## config.mk

```make
export PLATFORM = sky130hd
export DESIGN_NAME = stb_timer_core
export DESIGN_NICKNAME = d
export VERILOG_FILES = /design/src/rtl/stb_pkg.sv /design/src/rtl/stb_timer_core.sv
export VERILOG_INCLUDE_DIRS = /design/src /design/src/rtl
export SDC_FILE = /design/constraint.sdc
export NUM_CORES = 1
export LEC_CHECK = 0
export ABC_CLOCK_PERIOD_IN_PS = 4500
export BUFFER_PORTS_ARGS = -buffer_cell sky130_fd_sc_hd__buf_2
export CORE_MARGIN = 3
export CORE_UTILIZATION = 35
export DETAILED_ROUTE_END_ITERATION = 12
export GPL_ROUTABILITY_DRIVEN = 0
export GPL_TIMING_DRIVEN = 0
export PLACE_DENSITY_LB_ADDON = 0.1
export SETUP_SLACK_MARGIN = 0.15
export SLEW_MARGIN = 30
export SYNTH_ARGS = -nofsm -noshare
export SYNTH_HDL_FRONTEND = slang
export SYNTH_SLANG_ARGS = --single-unit
```

## constraint.sdc

```tcl
create_clock -name clk -period 4.5 [get_ports clk]
set_clock_uncertainty 0.1 [all_clocks]
set_input_delay 0 -clock clk [delete_from_list [all_inputs] [get_ports clk]]
set_output_delay 0 -clock clk [all_outputs]
set_load 0.03 [all_outputs]
```

## src/rtl/soft_timer_bank_defines.svh

```systemverilog
// Assertion macros for the soft timer bank.
// Included by the RTL files that carry concurrent checks; no other dependencies.
`ifndef SOFT_TIMER_BANK_DEFINES_SVH
`define SOFT_TIMER_BANK_DEFINES_SVH
`ifndef SYNTH
// same-cycle implication, disabled while in reset
`define STB_ASSERT_IMP(lbl, clk, rst_n, ante, cons, msg) \
	lbl: assert property (@(posedge clk) disable iff (!rst_n) (ante) |-> (cons)) \
		else $error(msg);
// next-cycle implication, disabled while in reset
`define STB_ASSERT_NXT(lbl, clk, rst_n, ante, cons, msg) \
	lbl: assert property (@(posedge clk) disable iff (!rst_n) (ante) |=> (cons)) \
		else $error(msg);
`else
`define STB_ASSERT_IMP(lbl, clk, rst_n, ante, cons, msg)
`define STB_ASSERT_NXT(lbl, clk, rst_n, ante, cons, msg)
`endif
`endif

```

## src/rtl/stb_pkg.sv

```systemverilog
// Shared types and fixed widths for the soft timer bank.
// No dependencies; imported by the interfaces, the timer core and the top level.
`default_nettype none

package stb_pkg;

	localparam int OP_W    = 2;
	localparam int SLOT_W  = 4;
	localparam int DUR_W   = 16;
	localparam int MASK_W  = 8;
	localparam int TICK_W  = 32;

	typedef enum logic [OP_W-1:0] {
		OP_TICK  = 2'd0,
		OP_START = 2'd1,
		OP_QUERY = 2'd2,
		OP_NONE  = 2'd3
	} op_t;

	typedef enum logic [2:0] {
		ST_IDLE = 3'b001,
		ST_WALK = 3'b010,
		ST_FIN  = 3'b100
	} state_t;

	// requests from the top level to the timer core
	typedef struct packed {
		logic go_tick;
		logic go_start;
	} stb_req_t;

	// status from the timer core
	typedef struct packed {
		logic busy;
	} stb_stat_t;

endpackage

`default_nettype wire

```

## src/rtl/stb_timer_core.sv

```systemverilog
// Timer slot store: count memory, armed and expired flags, and the tick walker
// that decrements armed slots >0 in one shared decrementer. Depends on stb_pkg.
`default_nettype none
`include "soft_timer_bank_defines.svh"

module stb_timer_core import stb_pkg::*; #(
	parameter int NUM_SLOTS  = 8,
	parameter int COUNT_BITS = 16
) (
	input  wire logic                         clk,
	input  wire logic                         arst_n,
	input  wire stb_req_t                     req,
	input  wire logic [$clog2(NUM_SLOTS)-1:0] start_slot,
	input  wire logic [COUNT_BITS-1:0]        start_count,
	output stb_stat_t                         stat,
	output logic [NUM_SLOTS-1:0]              expired_flags
);

	localparam int IDX_W = $clog2(NUM_SLOTS);
	localparam logic [IDX_W-1:0] LAST_IDX = IDX_W'(NUM_SLOTS - 1);
	localparam logic [IDX_W-1:0] FIRST_IDX = IDX_W'(1);

	logic [COUNT_BITS-1:0] rem_mem [NUM_SLOTS];

	logic [NUM_SLOTS-1:0]  armed_q;
	logic [NUM_SLOTS-1:0]  expired_q;
	logic                  rd_act_q;
	logic [IDX_W-1:0]      rd_idx_q;
	logic                  rd_vld_s1;
	logic [IDX_W-1:0]      idx_s1;
	logic [COUNT_BITS-1:0] rd_data_s1;

	logic [COUNT_BITS-1:0] dec_val;
	logic                  dec_en;
	logic                  dec_zero;
	logic                  mem_we;
	logic [IDX_W-1:0]      mem_waddr;
	logic [COUNT_BITS-1:0] mem_wdata;

	// shared decrementer
	assign dec_val  = rd_data_s1 - COUNT_BITS'(1);
	assign dec_en   = rd_vld_s1 && armed_q[idx_s1];
	assign dec_zero = (dec_val == '0);

	always_comb begin
		mem_we    = 1'b0;
		mem_waddr = start_slot;
		mem_wdata = start_count;
		if (req.go_start) begin
			mem_we = 1'b1;
		end else if (dec_en) begin
			mem_we    = 1'b1;
			mem_waddr = idx_s1;
			mem_wdata = dec_val;
		end
	end

	always_ff @(posedge clk) begin
		if (mem_we) begin
			rem_mem[mem_waddr] <= mem_wdata;
		end
		if (rd_act_q) begin
			rd_data_s1 <= rem_mem[rd_idx_q];
			idx_s1     <= rd_idx_q;
		end
	end

	always_ff @(posedge clk or negedge arst_n) begin
		if (!arst_n) begin
			rd_act_q  <= 1'b0;
			rd_idx_q  <= '0;
			rd_vld_s1 <= 1'b0;
		end else begin
			rd_vld_s1 <= rd_act_q;
			if (req.go_tick) begin
				rd_act_q <= 1'b1;
				rd_idx_q <= FIRST_IDX;
			end else if (rd_act_q) begin
				if (rd_idx_q == LAST_IDX) begin
					rd_act_q <= 1'b0;
				end else begin
					rd_idx_q <= rd_idx_q + IDX_W'(1);
				end
			end
		end
	end

	always_ff @(posedge clk or negedge arst_n) begin
		if (!arst_n) begin
			armed_q   <= '0;
			expired_q <= '0;
		end else begin
			if (req.go_start) begin
				armed_q[start_slot]   <= 1'b1;
				expired_q[start_slot] <= 1'b0;
			end else if (dec_en && dec_zero) begin
				armed_q[idx_s1]   <= 1'b0;
				expired_q[idx_s1] <= 1'b1;
			end
		end
	end

	assign stat.busy     = rd_act_q | rd_vld_s1;
	assign expired_flags = expired_q;

	`STB_ASSERT_IMP(a_arm_excl, clk, arst_n, 1'b1, ((armed_q & expired_q) == '0), "slot both armed and expired")
	`STB_ASSERT_IMP(a_slot0_never, clk, arst_n, 1'b1, (expired_q[0] == 1'b0), "slot zero expired")
	`STB_ASSERT_IMP(a_no_start_walk, clk, arst_n, stat.busy, (!req.go_start && !req.go_tick), "request while walking")

endmodule

`default_nettype wire

```

* After elaboration in Yosys (flattened, before gate mapping)
Memories as Yosys holds them, arrays and structs flattened. A register that Yosys moved wholly into a read port is not among the register bits.
Cells that the tools add are included.
** Storage, ports and cells
- RAM bits :: 128
- Memories :: 1
- Flip-flop bits (word level) :: 24
- Output and inout port bits :: 9
- Logic and storage cells :: 54
- Bits of input ports :: 23
** Operators by class
- Muxes and demuxes :: 24
- Reduce and logical (&&, ||, !) cells :: 8
- Add/subtract/negate cells :: 2
- Bitwise logic cells :: 7
- Magnitude comparators :: 4
- Eq/ne operators :: 2
** Memories
- rem_mem :: words 8, bits a word 16, read ports 1, clocked after Yosys merged registers in 1, wr ports 1, RTL line stb_timer_core.sv:23 : logic [COUNT_BITS-1:0] rem_mem [NUM_SLOTS];
** Operators with widths (number)
- 16-bit two-way mux :: 2
- 8-bit two-way mux :: 4
- 8-bit bitwise AND :: 2
- 16-bit logical NOT :: 1
- 8-bit inverter :: 2
- 8-bit bitwise OR :: 2
- 16-bit by 1-bit subtractor with 16-bit output (second input constant) :: 1
- 3-bit two-way mux :: 5
- 1-bit two-way mux :: 10
- 3-bit by 4-bit < comparator with 1-bit output (second input constant) :: 2
- 1-bit demux with 3-bit select :: 2
- 3-bit by 1-bit >= comparator with 1-bit output (second input constant) :: 2
- 1-bit logical AND :: 4
- 2-bit nonzero test :: 2
- 3-bit by 1-bit adder with 3-bit output (second input constant) :: 1
- 1-bit binary-select mux with 3-bit select :: 1
- 3-bit equality test (second input constant) :: 1
- 2-bit != test (second input constant) :: 1
- 2-bit AND reduction :: 1
- 1-bit bitwise OR :: 1

* Depth between registers and ports, before layout
Gate-level depths: netlist of the first run.
- Word-level depth :: 8
- Depth in mapped cells :: 10
- Depth with buffers taken out :: 7

* Least setup slack after synthesis of the first run
Ideal clock, no wire load.
- Path kind :: flip-flop to flip-flop
- Start point :: register idx_s1[0]
- End point :: memory rem_mem[1][0], enable pin
- Period minus slack after synthesis :: 3558 ps
- Data required time :: 3987 ps
- Library setup time :: 413 ps
- Buffers on the path :: 2
- Slack :: 942 ps
- Data arrival time :: 3045 ps
- Stages on the path, launching flop included :: 8
- Cells stage by stage :: edfxtp_1 clkbuf_1 mux2_2 a22o_1 o211a_1 clkbuf_1 mux2i_1 nor3b_1
** On the way
- Longest elaborated chain between the ends :: 7
- Elaborated cells between the ends (all ways) :: 9
- Classes of those cells :: mux (8); reduce/logical (1)
** Ends and longest elaborated chain
- from (decl) :: RTL line stb_timer_core.sv:30 : logic [IDX_W-1:0] idx_s1;
- from (signal assigned) :: RTL line stb_timer_core.sv:64 : idx_s1 <= rd_idx_q;
- 1-bit binary-select mux with 3-bit select :: RTL line stb_timer_core.sv:42 : assign dec_en = rd_vld_s1 && armed_q[idx_s1];
- 1-bit two-way mux (implied by the code) :: RTL line stb_timer_core.sv:42
- 1-bit logical AND :: RTL line stb_timer_core.sv:42
- 1-bit two-way mux :: RTL line stb_timer_core.sv:51 : end else if (dec_en) begin
- 1-bit two-way mux :: RTL line stb_timer_core.sv:49 : if (req.go_start) begin
- 1-bit two-way mux :: RTL line stb_timer_core.sv:59 : if (mem_we) begin
- 1-bit two-way mux (implied by the code) :: RTL line stb_timer_core.sv:60 : rem_mem[mem_waddr] <= mem_wdata;
- to (decl) :: RTL line stb_timer_core.sv:23
Several ways; a longest one is shown, not always the timed one. The select of a mux whose other input is x is not followed.

* Worst setup path in the final report of the first run
- Start point :: register idx_s1[1]
- End point :: memory rem_mem[6][4], enable pin
The elaborated chain is that of the path after synthesis.

==> flow_summary.yaml, run 1 <==
outcome:
  status: "finished clean"
setup_path:
  worstPathArrival_ns: 3.69
  crit_top_cell: "clkbuf_1"
  crit_slowest_cell: "clkbuf_1"
  critPathKind: "reg -> reg"
  rr_worst_depth: 9
  cp-start-kind: "register"
  cp_top_family: "buffers and inverters"
  critPathRequiredTime_ns: 4.53
  r2r-start: "idx_s1[1]"
  path_buf_inv: 4
  crit_chain: "clkbuf_1 -> nor2b_1 -> a22o_1 -> o211a_1 -> clkbuf_1 -> clkbuf_1 -> a32oi_1 -> nor2_4 -> buf_8"
  r2r_slack_ns: 0.84
  reg2reg_to: "rem_mem[6][4]"
  cp_max_fo: 10
  crit_path_max_incr_delay_ns: 0.57
  critPathCaptureType: "register"
drt:
  routedWlPerCell_um: 21.21
  vias_per_cell: 5.054
  route.detailed.drc: 0
  drtIter0Drc: 192
  via_count: 3962
  routed_wl_um: 16630
  drtPass1Iterations: 4
  drtAntennaViolNets: 0
synthesis:
  synth_edf_count: 147
  yosys.area.top_type: "edfxtp_1"
  synth.top_cells.by_count: "edfxtp_1 (147), mux4_2 (32), nor2_1 (27)"
  synth_seq_area_share_pct: 69.52
  synth_top_cell_area_share_pct: 62.12
  ys_ff_latch: 168
  ys.flop_type: "edfxtp_1"
  yosysWarnings: 0
  ys_types: 47
  synth_area_leaders: "edfxtp_1 (62%), mux4_2 (10%), dfrtp_1 (7.4%)"
  synthArstFlopShare_pct: 12.50
  syn_nets: 451
  synth.most_common_cell: "edfxtp_1"
  avgSynthCellArea_um2: 16.76
  netlist_area_um2: 7106
  synth_cells: 424
min_path:
  holdCritStartpoint: "start_count[4]"
  holdPathEnd: "rem_mem[0][4]"
  hold_path_depth: 3
  hold_path.class: "in -> reg"
die:
  fp.dieH_um: 148.5
  initial_core_util_pct: 36.04
  rows: 51
  core_area_um2: 19720
  pin_count: 32
  die_area_um2: 22050
  die_w_um: 148.5
global_route:
  grtUsageMet1_pct: 22.44
  grt_max_degree: 24
  overflow: 0
  antenna_found_initial: 0
  gr-usage-met3_pct: 3.595
  grt.busiest_layer: "met2"
  grt_pass1_vias: 4122
  grt_pass1_wl_um: 25520
  use_met2_pct: 25.37
  grt_usage_pct: 15.94
final_layout:
  area_growth_pct: 20.88
  multi_input_area_um2: 2077
  antenna_cells: 0
  layout-drive-gt1-share_pct: 27.75
  ff_latch_area_um2: 4941
  layout.nets: 533
  nFillCells: 1771
sta:
  maxSlewViolCount: 0
  rsz0062_at_grt: "no"
  worst_slew_pin_slew_ns: 0.8417
  hold_ws_ns: 0.01018
  finalSetupViolCount: 0
  hold_violations: 0
  period_minus_slack_ns: 3.662
  min_period_over_period_pct: 81.39
  maxSlewHeadroom_pct: 43.88
  fmaxAchievable_mhz: 273.0
clocking:
  cts_made_buffers: 17
  htree_levels: 4
  ctsResizeCount: 0
  post-cts-setup-buffer-count: 0
  cts_buffer_depth: 2
  clk-insertion-delay-late_ns: 0.43
  numClockSinks: 168
  clk_pin_slew_ns: 0.06
  clockRootBuffer: "clkbuf_16"
  cts_tree: "done"
run:
  maxCapViolations: 0
power:
  power.leakage_nw: 2.877
  vdd_drop_max_uv: 252.9
  p_total_w: 0.005506
  powerDensity_nw_per_um2: 641.0
placed_design:
  hpwl_um: 11060
  portBuffers: 31
[tightest hold or removal path, stage by stage]
cell and delay [ns]:
buf_2 0.10, nor2_1 0.10, a21oi_1 0.13
[what timing repair did]
item	in CTS	in global routing
hold endpoints to repair	138	0
hold buffers	21	0
endpoints found under the setup margin	0	0
[report_power, final]
part | leakage [nW] | switching, W | internal [W]
Clock | 0.268 | 0.000588 | 0.000815
Sequential | 1.61 | 0.000154 | 0.00228
Combinational | 1.00 | 0.000978 | 0.000695
Total | 2.88 | 0.00172 | 0.00378
[per-stage QoR]
step	instances	utilization (%)	area, um2	worst slack [ns]	TNS, ns
2_1_floorplan	424	-	7106	0.9419	0
3_3_place_gp	720	38.51	7592	-0.8845	-34.77
3_5_place_dp	731	39.65	7819	0.7472	0
4_1_cts	784	43.58	8593	0.7376	0
5_1_grt	784	43.56	8589	0.5291	0
6_report	784	43.56	8589	0.8376	0
[layer usage]
layer	part of all wire, %	up-vias	wire length (um)
met2	49	69	8110
met4	0.71	0	118
met3	3.8	9	637
met5	0	-	0
li1	-	1839	-
met1	47	2045	7764
[worst max path at each step]
| stage | start | to | cells after the start |
|---|---|---|---|
| final | idx_s1[1] | rem_mem[6][4] | 9 |
| after global routing | idx_s1[1] | rem_mem[6][4] | 9 |
| after CTS | idx_s1[1] | rem_mem[6][4] | 9 |
| after detailed placement | idx_s1[1] | rem_mem[6][4] | 9 |
| after global placement | idx_s1[0] | rem_mem[1][4] | 7 |
| after floorplan | idx_s1[0] | rem_mem[1][0] | 7 |
[area by class of cell]
cell class / instances / area share, %
Multi-Input combinational cell: 224 / 24.18
Buffer: 27 / 1.428
Clock inverter: 12 / 1.486
Inverter: 5 / 0.2185
Tap cell: 265 / 3.860
Sequential cell: 168 / 57.52
Timing Repair Buffer: 63 / 6.220
Clock buffer: 20 / 5.084
[kinds of logic after synthesis]
family,synth area share (%)
buf+inv,1.937
simple gates,7.026
fa+ha+maj,0.7044
mux,14.18
xor+xnor,1.356
compound gates,5.283
flops,69.52
[cells in the final DEF (no fill, tap or decap), drive strengths merged, types with 5 or more instances in the layout]
master and count:
mux4 32, dlygate4sd3 20, xnor2 7, o31ai 10, nand2b 12, dfrtp 21, nand2 19, nor4 5
nor2 27, a21oi 16, nand3 6, clkinv 6, nor3 6, mux2i 5, buf 51, mux2 21
clkbuf 39, edfxtp 147, inv 6
[flip-flops by register name (all words and copies together) (netlist names)]
register       cells
armed_q            8
rd_data_s1        16
expired_flags      8
rd_idx_q           3
rd_act_q           1
rd_vld_s1          1
idx_s1             3
rem_mem          128
(Power assumes the default switching activity.)
==> run 2: changes to the inputs <==
--- a/config.mk
+++ b/config.mk
@@ -6,7 +6,7 @@
 export SDC_FILE = /design/constraint.sdc
 export NUM_CORES = 1
 export LEC_CHECK = 0
-export ABC_CLOCK_PERIOD_IN_PS = 4500
+export ABC_CLOCK_PERIOD_IN_PS = 3490
 export BUFFER_PORTS_ARGS = -buffer_cell sky130_fd_sc_hd__buf_2
 export CORE_MARGIN = 3
 export CORE_UTILIZATION = 35
==> constraint.sdc (replaced) <==
create_clock -name clk -period 3.49 [get_ports clk]
set_clock_uncertainty 0.1 [all_clocks]
set_input_delay 0 -clock clk [delete_from_list [all_inputs] [get_ports clk]]
set_output_delay 0 -clock clk [all_outputs]
set_load 0.03 [all_outputs]
==> flow_summary.yaml, run 2 (synthesis results as in run 1) <==
setup_path:
  critPathCaptureType: "register"
  worstPathArrival_ns: 3.35
  crit_path_max_incr_delay_ns: 0.55
  crit_top_cell: "clkbuf_2"
  critPathKind: "reg -> reg"
  crit_slowest_cell: "a32oi_1"
  cp_max_fo: 14
  crit_chain: "clkbuf_1 -> mux2_2 -> a22o_1 -> o211a_1 -> clkbuf_2 -> clkbuf_2 -> a32oi_1 -> nor2_4 -> buf_16"
  cp-start-kind: "register"
  critPathRequiredTime_ns: 3.57
power:
  internal_power_w: 0.004993
  p_total_w: 0.007276
  power_frac_seq_pct: 43.1
  pwr-share-comb_pct: 30.3
  swShare_pct: 31.38
  p_switching_w: 0.002283
  vdd_drop_max_uv: 374.1
  power.leakage_nw: 2.911
  p_clk_share_pct: 26.7
  powerDensity_nw_per_um2: 838.8
clocking:
  cts_buffer_depth: 2
  cts_made_buffers: 17
  numClockSinks: 168
  htree_levels: 4
  clk_pin_slew_ns: 0.07
  clk-insertion-delay-late_ns: 0.42
  cts_tree: "done"
  clockRootBuffer: "clkbuf_16"
global_route:
  grt_pass1_wl_um: 25580
  grt_max_degree: 24
  overflow: 0
  grt_pass1_vias: 4203
  grt_usage_pct: 15.73
  antenna_found_initial: 0
die:
  core_area_um2: 19720
  initial_core_util_pct: 36.04
  pin_count: 32
  fp.dieH_um: 148.5
  die_area_um2: 22050
  die_w_um: 148.5
  rows: 51
sta:
  hold_violations: 0
  worst_slew_pin_slew_ns: 0.7977
  fmaxAchievable_mhz: 305.2
  rsz0062_at_grt: "yes"
  maxSlewViolCount: 0
  setup_ws_ns: 0.2131
  hold_ws_ns: 0.02072
  min_period_over_period_pct: 93.89
  maxSlewHeadroom_pct: 46.82
  finalSetupViolCount: 0
  period_minus_slack_ns: 3.277
final_layout:
  layout-drive-gt1-share_pct: 29.98
  nFillCells: 1772
  max_flop_register: "rem_mem"
  final_core_util_pct: 43.99
  fin_area_um2: 8675
  area_growth_pct: 22.08
  top_regs: "rem_mem x128, rd_data_s1 x16"
  antenna_cells: 0
  layout_commonest_cell: "edfxtp_1"
  final_cell_mix: "edfxtp_1 (147), buf_2 (37), mux4_2 (32)"
  layout.nets: 531
  largest_register_ffs: 128
drt:
  via_count: 3976
  route.detailed.drc: 0
  drtIter0Drc: 317
  drtPass1Iterations: 4
  vias_per_cell: 5.084
  routed_wl_um: 16540
  routedWlPerCell_um: 21.16
  drtAntennaViolNets: 0
placed_design:
  hpwl_um: 11080
  portBuffers: 31
  placed_area_um2: 7785
  pre_cts_slack_ns: -0.3818
outcome:
  status: "finished clean"
run:
  maxCapViolations: 0
min_path:
  hold_path.class: "in -> reg"
## run 2: cell count changes in the layout (fill, tap and decap cells not counted), moves of 2 or more
cell | before | now
buf_8 | 1 | 4
dlygate4sd3_1 | 20 | 18
buf_12 | 0 | 3
buf_16 | 4 | 2
clkbuf_1 | 22 | 16
clkinv_4 | 2 | 4
inv_6 | 1 | 5
clkbuf_2 | 0 | 3
buf_4 | 5 | 1
clkinv_2 | 3 | 1
## run 2: per-stage QoR
step                cells  setup TNS, ns
finish                782              0
floorplan             424              0
global route          782              0
global placement      720        -114.94
detailed placement    727         -19.49
CTS                   781              0
## run 2: path summary, 6_finish.rpt
| check | startpoint | to | slack [ns] | depth (start not counted) |
|---|---|---|---|---|
| setup / recovery | idx_s1[0] | rem_mem[2][5] | 0.21 | 9 |
| hold / removal | start_count[13] | rem_mem[0][13] | 0.02 | 2 |
| setup reg to reg | idx_s1[0] | rem_mem[2][5] | 0.21 | 9 |
| hold reg to reg | rd_idx_q[0] | idx_s1[0] | 0.38 | 0 |
| max in group asynchronous | arst_n | rd_act_q | 2.88 | 3 |
| min in group asynchronous | arst_n | armed_q[7] | 0.05 | 3 |
## run 2: area by class of cell
cell class              instances  area (um2)  share of cell area [%]
flip-flops and latches        168        4941                   56.96
clock buffers                  17       425.4                   4.904
multi-input cells             224        2108                   24.30
well taps                     265       331.6                   3.822
repair buffers                 61       534.3                   6.159
clock inverters                15       188.9                   2.178
plain buffers                  27       126.4                   1.457
inverters                       5       18.77                  0.2164
## run 2: repair_timing
action,CTS,global route
hold endpoints to repair,120,0
pin swaps,2,1
resized for setup,4,6
buffers inserted,3,1
hold buffers,19,0
endpoints found under the setup margin,218,122
## run 2: power by group through the flow
stage	clock network [W]	logic (W)	registers (W)
floorplan	0	0.00142	0.00310
global placement	0	0.00202	0.00317
detailed placement	0	0.00216	0.00317
CTS	0.00199	0.00224	0.00313
global route	0.00208	0.00242	0.00318
finish	0.00194	0.00220	0.00313
## run 2: layer usage
layer / GRT usage (%) / vias up / wire length, um
li1: - / 1841 / -
met1: 22.65 / 2054 / 7792
met2: 24.53 / 70 / 7925
met3: 3.077 / 11 / 657
met4: 4.388 / 0 / 169
met5: 0 / - / 0
## run 2: worst max-delay path: cells and delay by family, from the launching register on
family	cells	cell delay [ns]
buffers and inverters	4	1.09
DFF	1	0.32
muxes	1	0.39
AOI/OAI and AO/OA	3	0.99
and+or+nand+nor	1	0.13
